`src/design/utf8_line_edit_buffer_macros.svh`:
```
// Assertion macros used by the line edit buffer top level.
`ifndef UTF8_LINE_EDIT_BUFFER_MACROS_SVH
`define UTF8_LINE_EDIT_BUFFER_MACROS_SVH

`ifndef SYNTHESIS

// Check a condition at every clock edge outside reset.
`define ULEB_ASSERT(label, cond, msg) \
    label: assert property (@(posedge aclk) disable iff (!aresetn) (cond)) \
        else $error(msg);

// Check that a condition in one cycle implies another in the next cycle.
`define ULEB_ASSERT_NEXT(label, pre, post, msg) \
    label: assert property (@(posedge aclk) disable iff (!aresetn) (pre) |=> (post)) \
        else $error(msg);

`else

`define ULEB_ASSERT(label, cond, msg)
`define ULEB_ASSERT_NEXT(label, pre, post, msg)

`endif

`endif

```
`src/design/uleb_pkg.sv`:
```
// Types and constants of the UTF-8 line edit buffer.
`default_nettype none

package uleb_pkg;

    // Default buffer size in bytes, terminator byte included
    localparam int ULEB_BUFFER_BYTES = 256;

    // Code point limits
    localparam logic [20:0] CP_MAX        = 21'h10FFFF;
    localparam logic [20:0] CP_SURR_LO    = 21'h00D800;
    localparam logic [20:0] CP_SURR_HI    = 21'h00DFFF;
    localparam logic [20:0] CP_LIMIT_1B   = 21'h000080;
    localparam logic [20:0] CP_LIMIT_2B   = 21'h000800;
    localparam logic [20:0] CP_LIMIT_3B   = 21'h010000;

    // Lead and continuation byte marks
    localparam logic [7:0] LEAD_2B   = 8'hC0;
    localparam logic [7:0] LEAD_3B   = 8'hE0;
    localparam logic [7:0] LEAD_4B   = 8'hF0;
    localparam logic [7:0] CONT_MARK = 8'h80;
    localparam logic [7:0] CONT_MASK = 8'h3F;

    // Request kinds
    typedef enum logic [1:0] {
        ACT_APPEND = 2'd0,
        ACT_DELETE = 2'd1,
        ACT_CLEAR  = 2'd2,
        ACT_READ   = 2'd3
    } action_t;

    // Encoded code point: byte 0 is the lead byte
    typedef struct packed {
        logic            valid;
        logic [2:0]      size;
        logic [3:0][7:0] bytes;
    } enc_t;

endpackage

`default_nettype wire

```
`src/design/uleb_encoder.sv`:
```
// UTF-8 encoder: checks a code point and builds its 1 to 4 bytes.
`default_nettype none

module uleb_encoder (
    input  logic [20:0]   code_point,
    output uleb_pkg::enc_t enc
);
    import uleb_pkg::*;

    logic [7:0] cont_hi;
    logic [7:0] cont_mid;
    logic [7:0] cont_lo;

    // Continuation bytes for the three 6-bit groups
    assign cont_hi  = ({2'b00, code_point[17:12]} & CONT_MASK) | CONT_MARK;
    assign cont_mid = ({2'b00, code_point[11:6]}  & CONT_MASK) | CONT_MARK;
    assign cont_lo  = ({2'b00, code_point[5:0]}   & CONT_MASK) | CONT_MARK;

    // Refuse zero, surrogates and values past the Unicode range
    always_comb begin
        enc.valid = (code_point != '0) && (code_point <= CP_MAX) &&
                    !((code_point >= CP_SURR_LO) && (code_point <= CP_SURR_HI));
        enc.bytes = '0;
        if (code_point < CP_LIMIT_1B) begin
            enc.size     = 3'd1;
            enc.bytes[0] = code_point[7:0];
        end else if (code_point < CP_LIMIT_2B) begin
            enc.size     = 3'd2;
            enc.bytes[0] = {3'b000, code_point[10:6]} | LEAD_2B;
            enc.bytes[1] = cont_lo;
        end else if (code_point < CP_LIMIT_3B) begin
            enc.size     = 3'd3;
            enc.bytes[0] = {4'b0000, code_point[15:12]} | LEAD_3B;
            enc.bytes[1] = cont_mid;
            enc.bytes[2] = cont_lo;
        end else begin
            enc.size     = 3'd4;
            enc.bytes[0] = {5'b00000, code_point[20:18]} | LEAD_4B;
            enc.bytes[1] = cont_hi;
            enc.bytes[2] = cont_mid;
            enc.bytes[3] = cont_lo;
        end
    end

endmodule

`default_nettype wire

```
`src/design/utf8_line_edit_buffer.sv`:
```
// Top level of the UTF-8 line edit buffer.
//
// Usage: each request on the s_ channel is one edit (append a code point,
// delete the last character, clear, or read one byte); the m_ channel
// returns exactly one result per request, in order.
// Requests are taken into an input register; the edit is applied as a request
// moves on from the input register into the result register, which drives
// m_tvalid and m_tdata.
// Throughput is one request per cycle while m_tready is high: the text is
// held in four byte banks (position mod 4) so an append writes all its
// bytes together, and a small stack of character lengths, with its top two
// entries in registers, gives the size of the last character to delete at once.
// A read fetches its byte when the request is accepted; a byte written by
// the request just ahead of it is forwarded.
// When the receiver holds m_tready low, the result register and then the
// input register fill, and s_tready drops until the result is taken.
// Reset (aresetn low at a clock edge) empties the buffer and drops any
// pending request and result; the text memory itself is not cleared.
`default_nettype none
`include "utf8_line_edit_buffer_macros.svh"

module utf8_line_edit_buffer #(
    parameter int BUFFER_BYTES = uleb_pkg::ULEB_BUFFER_BYTES
) (
    input  logic        aclk,
    input  logic        aresetn,
    // request channel
    input  logic        s_tvalid,
    output logic        s_tready,
    input  logic [31:0] s_tdata,   // [20:0] code_point, [28:21] read_index, [31:29] zero
    input  logic [1:0]  s_tuser,   // [1:0] action
    // result channel
    output logic        m_tvalid,
    input  logic        m_tready,
    output logic [31:0] m_tdata    // [0] accepted, [3:1] bytes_added, [11:4] read_byte,
                                   // [19:12] byte_length, [27:20] char_count, [31:28] zero
);
    import uleb_pkg::*;

    localparam int POS_W = $clog2(BUFFER_BYTES);
    localparam int ROW_W = POS_W - 2;
    localparam int ROWS  = (BUFFER_BYTES + 3) / 4;
    localparam int CMP_W = (POS_W > 8) ? POS_W : 8;
    localparam logic [POS_W:0] BUF_LIM = (POS_W + 1)'(BUFFER_BYTES);

    // Input stage
    logic                 in_valid_reg;
    action_t              action_reg;
    logic [20:0]          cp_reg;
    logic [7:0]           idx_reg;
    logic [3:0][7:0]      rd_data_reg;

    // Buffer state
    logic [POS_W-1:0]     used_bytes_reg, used_bytes_next;
    logic [POS_W-1:0]     used_chars_reg, used_chars_next;
    logic [2:0]           last_len_reg;
    logic [2:0]           prev_len_reg;
    logic [2:0]           len_mem [BUFFER_BYTES];

    // Output stage
    logic                 m_valid_reg;
    logic [31:0]          m_data_reg, m_data_next;

    logic                 advance;
    logic                 s_accept;
    logic                 process;
    logic                 do_append;
    logic                 do_delete;
    logic                 append_ok;
    logic                 delete_ok;
    logic                 bytes_in_range;
    logic                 last_len_ok;
    enc_t                 enc;
    logic [CMP_W-1:0]     s_idx_ext;
    logic [ROW_W-1:0]     rd_row;
    logic [CMP_W-1:0]     idx_ext;
    logic [CMP_W-1:0]     used_ext;
    logic [CMP_W-1:0]     chars_ext;
    logic [3:0]           wr_en;
    logic [3:0][ROW_W-1:0] wr_row;
    logic [3:0][7:0]      wr_byte;
    logic                 res_accepted;
    logic [2:0]           res_added;
    logic [7:0]           res_byte;

    assign advance  = !m_valid_reg || m_tready;
    assign s_tready = !in_valid_reg || advance;
    assign s_accept = s_tvalid && s_tready;
    assign process  = in_valid_reg && advance;

    // Read address comes straight from the request
    assign s_idx_ext = CMP_W'(s_tdata[28:21]);
    assign rd_row    = s_idx_ext[POS_W-1:2];

    // Hold the request in the input register
    always_ff @(posedge aclk) begin
        if (!aresetn) begin
            in_valid_reg <= 1'b0;
        end else if (s_tready) begin
            in_valid_reg <= s_tvalid;
        end
    end

    always_ff @(posedge aclk) begin
        if (s_accept) begin
            action_reg <= action_t'(s_tuser);
            cp_reg     <= s_tdata[20:0];
            idx_reg    <= s_tdata[28:21];
        end
    end

    uleb_encoder u_encoder (
        .code_point (cp_reg),
        .enc        (enc)
    );

    // Decide which edit takes effect
    assign append_ok = enc.valid &&
                       (({1'b0, used_bytes_reg} + (POS_W + 1)'(enc.size)) < BUF_LIM);
    assign delete_ok = (used_bytes_reg != '0);
    assign do_append = process && (action_reg == ACT_APPEND) && append_ok;
    assign do_delete = process && (action_reg == ACT_DELETE) && delete_ok;

    // Route each encoded byte to the bank of its position
    always_comb begin
        logic [1:0]       k;
        logic [POS_W-1:0] pos;
        for (int j = 0; j < 4; j++) begin
            k          = 2'(j) - used_bytes_reg[1:0];
            pos        = used_bytes_reg + POS_W'(k);
            wr_en[j]   = do_append && ({1'b0, k} < enc.size);
            wr_row[j]  = pos[POS_W-1:2];
            wr_byte[j] = enc.bytes[k];
        end
    end

    // Text banks: write on append, read at request accept, forward same-row write
    for (genvar b = 0; b < 4; b++) begin : g_bank
        logic [7:0] text_mem [ROWS];

        always_ff @(posedge aclk) begin
            if (wr_en[b]) begin
                text_mem[wr_row[b]] <= wr_byte[b];
            end
            if (s_accept) begin
                if (wr_en[b] && (wr_row[b] == rd_row)) begin
                    rd_data_reg[b] <= wr_byte[b];
                end else begin
                    rd_data_reg[b] <= text_mem[rd_row];
                end
            end
        end
    end

    // Character length stack: push on append, pop on delete
    always_ff @(posedge aclk) begin
        if (do_append) begin
            len_mem[used_chars_reg] <= enc.size;
            last_len_reg            <= enc.size;
            prev_len_reg            <= last_len_reg;
        end else if (do_delete) begin
            last_len_reg <= prev_len_reg;
            prev_len_reg <= len_mem[used_chars_reg - POS_W'(3)];
        end
    end

    // Next counters
    always_comb begin
        used_bytes_next = used_bytes_reg;
        used_chars_next = used_chars_reg;
        if (process) begin
            case (action_reg)
                ACT_APPEND: begin
                    if (append_ok) begin
                        used_bytes_next = used_bytes_reg + POS_W'(enc.size);
                        used_chars_next = used_chars_reg + POS_W'(1);
                    end
                end
                ACT_DELETE: begin
                    if (delete_ok) begin
                        used_bytes_next = used_bytes_reg - POS_W'(last_len_reg);
                        if (used_chars_reg != '0) begin
                            used_chars_next = used_chars_reg - POS_W'(1);
                        end
                    end
                end
                ACT_CLEAR: begin
                    used_bytes_next = '0;
                    used_chars_next = '0;
                end
                default: begin
                end
            endcase
        end
    end

    always_ff @(posedge aclk) begin
        if (!aresetn) begin
            used_bytes_reg <= '0;
            used_chars_reg <= '0;
        end else begin
            used_bytes_reg <= used_bytes_next;
            used_chars_reg <= used_chars_next;
        end
    end

    // Build the result from the state after the edit
    assign idx_ext   = CMP_W'(idx_reg);
    assign used_ext  = CMP_W'(used_bytes_next);
    assign chars_ext = CMP_W'(used_chars_next);

    always_comb begin
        res_accepted = 1'b1;
        res_added    = 3'd0;
        res_byte     = 8'd0;
        case (action_reg)
            ACT_APPEND: begin
                res_accepted = append_ok;
                res_added    = append_ok ? enc.size : 3'd0;
            end
            ACT_DELETE: begin
                res_accepted = delete_ok;
            end
            ACT_READ: begin
                if (idx_ext < CMP_W'(used_bytes_reg)) begin
                    res_byte = rd_data_reg[idx_reg[1:0]];
                end
            end
            default: begin
            end
        endcase
        m_data_next = {4'b0000, chars_ext[7:0], used_ext[7:0], res_byte,
                       res_added, res_accepted};
    end

    // Result register: load when empty or taken
    always_ff @(posedge aclk) begin
        if (!aresetn) begin
            m_valid_reg <= 1'b0;
        end else if (advance) begin
            m_valid_reg <= in_valid_reg;
        end
    end

    always_ff @(posedge aclk) begin
        if (process) begin
            m_data_reg <= m_data_next;
        end
    end

    assign m_tvalid = m_valid_reg;
    assign m_tdata  = m_data_reg;

    assign bytes_in_range = ({1'b0, used_bytes_reg} < BUF_LIM);
    assign last_len_ok    = (used_chars_reg == '0) ||
                            ((last_len_reg != 3'd0) && (last_len_reg <= 3'd4));

    `ULEB_ASSERT(a_chars_le_bytes, used_chars_reg <= used_bytes_reg, "more chars than bytes")
    `ULEB_ASSERT(a_bytes_in_range, bytes_in_range, "byte length beyond buffer")
    `ULEB_ASSERT(a_last_len_ok, last_len_ok, "bad last char length")
    `ULEB_ASSERT_NEXT(a_result_follows, process, m_valid_reg, "processed request left no result")

endmodule

`default_nettype wire
```
`config.mk`:
```
export PLATFORM = sky130hd
export DESIGN_NAME = utf8_line_edit_buffer
export DESIGN_NICKNAME = d
export VERILOG_FILES = /design/src/design/uleb_pkg.sv /design/src/design/uleb_encoder.sv /design/src/design/utf8_line_edit_buffer.sv
export VERILOG_INCLUDE_DIRS = /design/src /design/src/design
export SDC_FILE = /design/constraint.sdc
export NUM_CORES = 2
export LEC_CHECK = 0
export ABC_CLOCK_PERIOD_IN_PS = 18250
export BUFFER_PORTS_ARGS = -buffer_cell sky130_fd_sc_hd__buf_2
export CAP_MARGIN = 20
export CORE_MARGIN = 5
export CORE_UTILIZATION = 30
export CTS_CLUSTER_DIAMETER = 80
export DETAILED_ROUTE_END_ITERATION = 8
export PLACE_DENSITY = 0.46
export SLEW_MARGIN = 20
export SYNTH_ARGS = -nofsm -noshare
export SYNTH_HDL_FRONTEND = slang
export SYNTH_SLANG_ARGS = --single-unit
```
`constraint.sdc`:
```
create_clock -name aclk -period 18.25 [get_ports aclk]
set_input_delay 0.9125 -clock aclk [delete_from_list [all_inputs] [get_ports aclk]]
set_output_delay 0.9125 -clock aclk [all_outputs]
set_load 0.02 [all_outputs]
```
# Yosys cells after proc, flatten, opt, wreduce, memory -nomap -nowiden
# Memory sizes are Yosys's and may differ from the RTL's. A register that Yosys moved wholly into a read port is not among the register bits.
# Index checks and enable logic that the tools add are counted.
# totals
register_bits,83
ram_bits,2816
in_bits,38
output_inout_bits,34
n_memories,5
# op_classes
addsub,14
magnitude_cmp,17
n_eq_ne,3
mux,43
reduce_logical,26
# memory_table
name,depth,word_bits,rd,rd_ports_with_merged_regs,wr,line_no,text
len_mem,256,3,1,0,1,utf8_line_edit_buffer.sv:58,logic [2:0] len_mem [BUFFER_BYTES];
g_bank[0].text_mem,64,8,1,1,1,utf8_line_edit_buffer.sv:139,logic [7:0] text_mem [ROWS];
g_bank[1].text_mem,64,8,1,1,1,utf8_line_edit_buffer.sv:139,
g_bank[2].text_mem,64,8,1,1,1,utf8_line_edit_buffer.sv:139,
g_bank[3].text_mem,64,8,1,1,1,utf8_line_edit_buffer.sv:139,
# ops
cell,n
8-bit two-way mux,14
8-bit binary-select mux with 2-bit select,5
8-bit one-hot mux with 3 select lines,2
8-bit by 2-bit adder with 8-bit output,4
16-bit two-way mux,2
24-bit two-way mux,1
22-bit two-way mux,1
"21-bit by 16-bit >= comparator with 1-bit output, second input constant",1
"21-bit by 16-bit less-or-equal comparator with 1-bit output, second input constant",1
"21-bit less-or-equal comparator, second input constant",1
"21-bit by 12-bit < comparator with 1-bit output, second input constant",1
"21-bit by 17-bit < comparator with 1-bit output, second input constant",1
"21-bit by 8-bit < comparator with 1-bit output, second input constant",1
3-bit two-way mux,7
21-bit nonzero test,1
8-bit nonzero test,2
"2-bit by 3-bit < comparator with 1-bit output, second input constant",5
1-bit logical AND,14
2-bit by 3-bit < comparator with 1-bit output,4
1-bit two-way mux,10
8-bit by 3-bit adder with 9-bit output,1
"9-bit < comparator, second input constant",1
"8-bit by 1-bit adder with 8-bit output, second input constant",1
8-bit by 3-bit adder with 8-bit output,1
other kinds (14),21

# Depth between registers and ports, before layout
# depth
ltp_word,11
depth_mapped,19
mapped_depth_nobuf,13

# Hierarchy
# From an unflattened synthesis, not the netlist that was laid out.
# hier_totals
cells_unflattened,5576
area_unflattened_um2,117148.6
# by_module_without_submodules
mod,instances,cells_each,area_each_um2,seq_area_each_um2
utf8_line_edit_buffer,1,5496,116618.1,87834.2
uleb_encoder,1,80,530.5,0.0

# Worst setup path after synthesis
# Ideal clock, no wire load.
# synth_timing
path_type,reg-to-reg
from,register cp_reg[19]
to,"memory g_bank[3].text_mem[34][0], enable pin"
setup_ns,0.280
arrival_time_ns,12.540
path_slack_ns,5.430
stages_incl_launch_ff,18
n_path_buf,4
cell_sequence,edfxtp_1 -> or4_1 -> nor2_1 -> buf_2 -> inv_1 -> buf_2 -> a21oi_1 -> ha_1 -> ha_1 -> a21o_1 -> a41oi_4 -> o211ai_4 -> or2_1 -> buf_2 -> buf_2 -> nor3_4 -> nand2_1 -> nor2_1
# synth_lines
element,line_no,text
from (decl),utf8_line_edit_buffer.sv:49,logic [20:0] cp_reg;
from (signal assigned),utf8_line_edit_buffer.sv:107,cp_reg <= s_tdata[20:0];
to (decl),utf8_line_edit_buffer.sv:139,

==> reports/results.ini <==
[sta]
setup_viol=0
rsz0062_at_grt=no
slew_headroom_pct=17.78
worst_pin_slew_ps=1229
fin_setup_tns_ps=0
slew_violations=0
clock_skew_ps=86.68
fin_crit_ps=6567
report.final.hold_viol_count=0
fmax_mhz=152.3
min_period_over_period_pct=35.98

[worst_setup_path]
required_ps=18750
endpoint_kind=register
critical_path_class=register to register
cp_max_fo=122
crit_arrival_ps=7060
critPathLaunchType=register

[cts]
post-cts-setup-buffers=0
cts_tree=yes
cts_resized=0
cts.sinks=2931
hold_buffers=0
cts_root_buf=clkbuf_16
numCtsBuffers=324
cts_max_level=5
cts_max_path_buffers=4
clk-insertion-delay-late_ps=920
cts.clk_slew.worst_paths_ps=60

[grt]
grt.overflow.total=0
track_usage_pct=15.37
grt_max_degree=196
grt_pass1_vias=58210
antenna_found_initial=16
grt_pass1_wl_um=448000

[layout]
drive_gt1_share_pct=26.31
area_growth_syn_to_layout_pct=14.35
fillers=36400
nNetsFinal=5897
largest_reg_flops=2048

[drt]
drt_iter0_markers=5476
drc_errors=0
ant_nets=0
wirelength_um=316200
wl_per_cell_um=28.04
vias=56470
drt-pass1-iter-count=6
via_per_inst=5.007

[die]
die_y_um=634.7
die_x_um=634.7
start_util_pct=30.11
coreArea_um2=388800
die_area_um2=402800
ios=72
rows=229

[placed_design]
gp_congestion=0.7598
io_buffers=64
place_hpwl_um=189600

[yosys]
synthFlopType=edfxtp_1
synth_area_per_cell_um2=20.75
syn_inst=5641
synth_top_cell_by_area=edfxtp_1
synth_edf_count=2913
ys_warn_count=0
yosysUniqueCellTypes=87
yosysSeqAreaShare_pct=75.03
synth-async-reset-ratio_pct=0
synth_area_um2=117100
ys_ff_latch=2931
synth.area.top_cells=edfxtp_1 75%, mux4_2 17%, nor2_1 1.9%
yosysTopAreaCellShare_pct=74.72

[flow_run]
drv_cap=0

[power]
power_mw=14.28
power_density_nw_per_um2=106.6
leakage_nw=37.97
irDropWorstVdd_uv=69.07

[run_status]
status=completed

[min_path]
worstHoldPathType=input port to register

[where the power goes]
group,internal [mW],total [mW],switching (mW)
logic,0.220,0.604,0.385
clock network,3.57,6.24,2.68
registers,7.41,7.43,0.0202
[per-stage QoR]
step | worst slack [ps] | util [%] | hold slack, ps | instances | area (µm²)
after floorplan | 5430 | - | 485.5 | 5644 | 117100
after global placement | 11730 | 31.85 | 499.6 | 10700 | 123800
after detailed placement | 11710 | 31.86 | 501.7 | 10700 | 123900
after CTS | 11700 | 34.43 | 149.8 | 11270 | 133900
after global routing | 11370 | 34.43 | 197.6 | 11270 | 133900
final | 11680 | 34.43 | 247.1 | 11280 | 133900
[final timing paths]
| path | from | to | slack (ps) | cells past startpoint |
|---|---|---|---|---|
| setup reg to reg | cp_reg[17]$_DFFE_PP_ | g_bank[0].text_mem[57][0]$_DFFE_PP_ | 11680 | 12 |
| hold reg to reg | in_valid_reg$_SDFFE_PN0N_ | m_tvalid$_SDFFE_PN0P_ | 520 | 1 |
| hold / removal | s_tvalid | in_valid_reg$_SDFFE_PN0N_ | 250 | 3 |
| setup / recovery | cp_reg[17]$_DFFE_PP_ | g_bank[0].text_mem[57][0]$_DFFE_PP_ | 11680 | 12 |
[routing by layer]
layer | vias to the layer above | global-route usage (%) | part of all wire, %
met5 | - | 0 | 0
met4 | 0 | 3.677 | 2.4
met3 | 389 | 2.257 | 5.2
met2 | 1615 | 25.73 | 49
met1 | 30660 | 21.16 | 43
li1 | 23800 | - | -
[synthesized netlist by cell type, types with 8 or more instances]
| library cell | number |
|---|---|
| o21ai_0 | 54 |
| nor4_1 | 16 |
| and3_1 | 9 |
| a21oi_1 | 55 |
| clkbuf_1 | 172 |
| a32o_1 | 11 |
| a211oi_1 | 12 |
| edfxtp_1 | 2913 |
| a22oi_1 | 11 |
| a311oi_1 | 8 |
| a32oi_1 | 11 |
| nor2b_1 | 10 |
| inv_1 | 28 |
| nand3_1 | 62 |
| xor2_1 | 12 |
| ha_1 | 26 |
| nor3_1 | 28 |
| nand4_1 | 26 |
| mux2i_1 | 56 |
| o211ai_1 | 18 |
| nor2_1 | 586 |
| xnor2_1 | 38 |
| a22o_1 | 12 |
| mux2_2 | 55 |
| dfxtp_1 | 18 |
| nand2_1 | 220 |
| buf_1 | 48 |
| a31oi_1 | 11 |
| buf_2 | 94 |
| and2_1 | 20 |
| mux4_2 | 860 |
[critical path: stages (launching register included)]
cell,delay [ps]
edfxtp_1,450
or4_1,580
nor2_4,100
buf_4,390
inv_8,310
a21oi_4,210
buf_4,610
ha_1,310
inv_1,60
maj3_1,340
a211oi_2,630
nand4_1,1070
nor2_1,1080
[layout make-up]
| class | count | area [µm²] | share of cell area, % |
|---|---|---|---|
| Antenna cell | 6 | 15.01 | 0.01122 |
| Clock buffer | 402 | 8537 | 6.377 |
| Clock inverter | 166 | 1456 | 1.088 |
| Inverter | 31 | 128.9 | 0.09626 |
| Multi-Input combinational cell | 2361 | 28040 | 20.95 |
| Sequential cell | 2931 | 87840 | 65.61 |
| Tap cell | 5197 | 6502 | 4.857 |
| Timing Repair Buffer | 183 | 1353 | 1.010 |
[cell families (layout without fill, tap and decap cells)]
kind of cell / after synthesis / after routing / synth area share (%)
buffers and inverters: 352 / 782 / 1.255
AND/OR/NAND/NOR: 1034 / 1034 / 3.847
other: 1 / 10 / 0.003203
flip-flops: 2931 / 2931 / 75.03
multiplexers: 971 / 971 / 17.55
AO/OA/AOI/OAI: 274 / 274 / 1.639
adder cells (fa/ha/maj): 28 / 28 / 0.3035
XOR/XNOR: 50 / 50 / 0.3741
[layout by cell type (no fill, tap or decap), drive strengths merged, types with 6 or more instances in the layout]
cell type,instances
inv,42
or4,7
edfxtp,2913
a21oi,55
bufinv,17
o211ai,19
or2,8
mux2i,56
o21ai,57
a31oi,11
a32oi,11
a22oi,11
clkbuf,402
mux2,55
a311oi,8
a21o,7
o31ai,7
xor2,12
a22o,12
mux4,860
nand4,26
nand3,67
clkinv,130
and3,9
and2,21
nor2b,10
dfxtp,18
clkinvlp,8
nor2,588
nand2b,7
nor4,18
o311ai,6
nor3,32
a32o,11
xnor2,38
a211oi,13
diode,6
nand2,220
ha,26
buf,183
No activity file was read; power rests on OpenSTA's default activity.
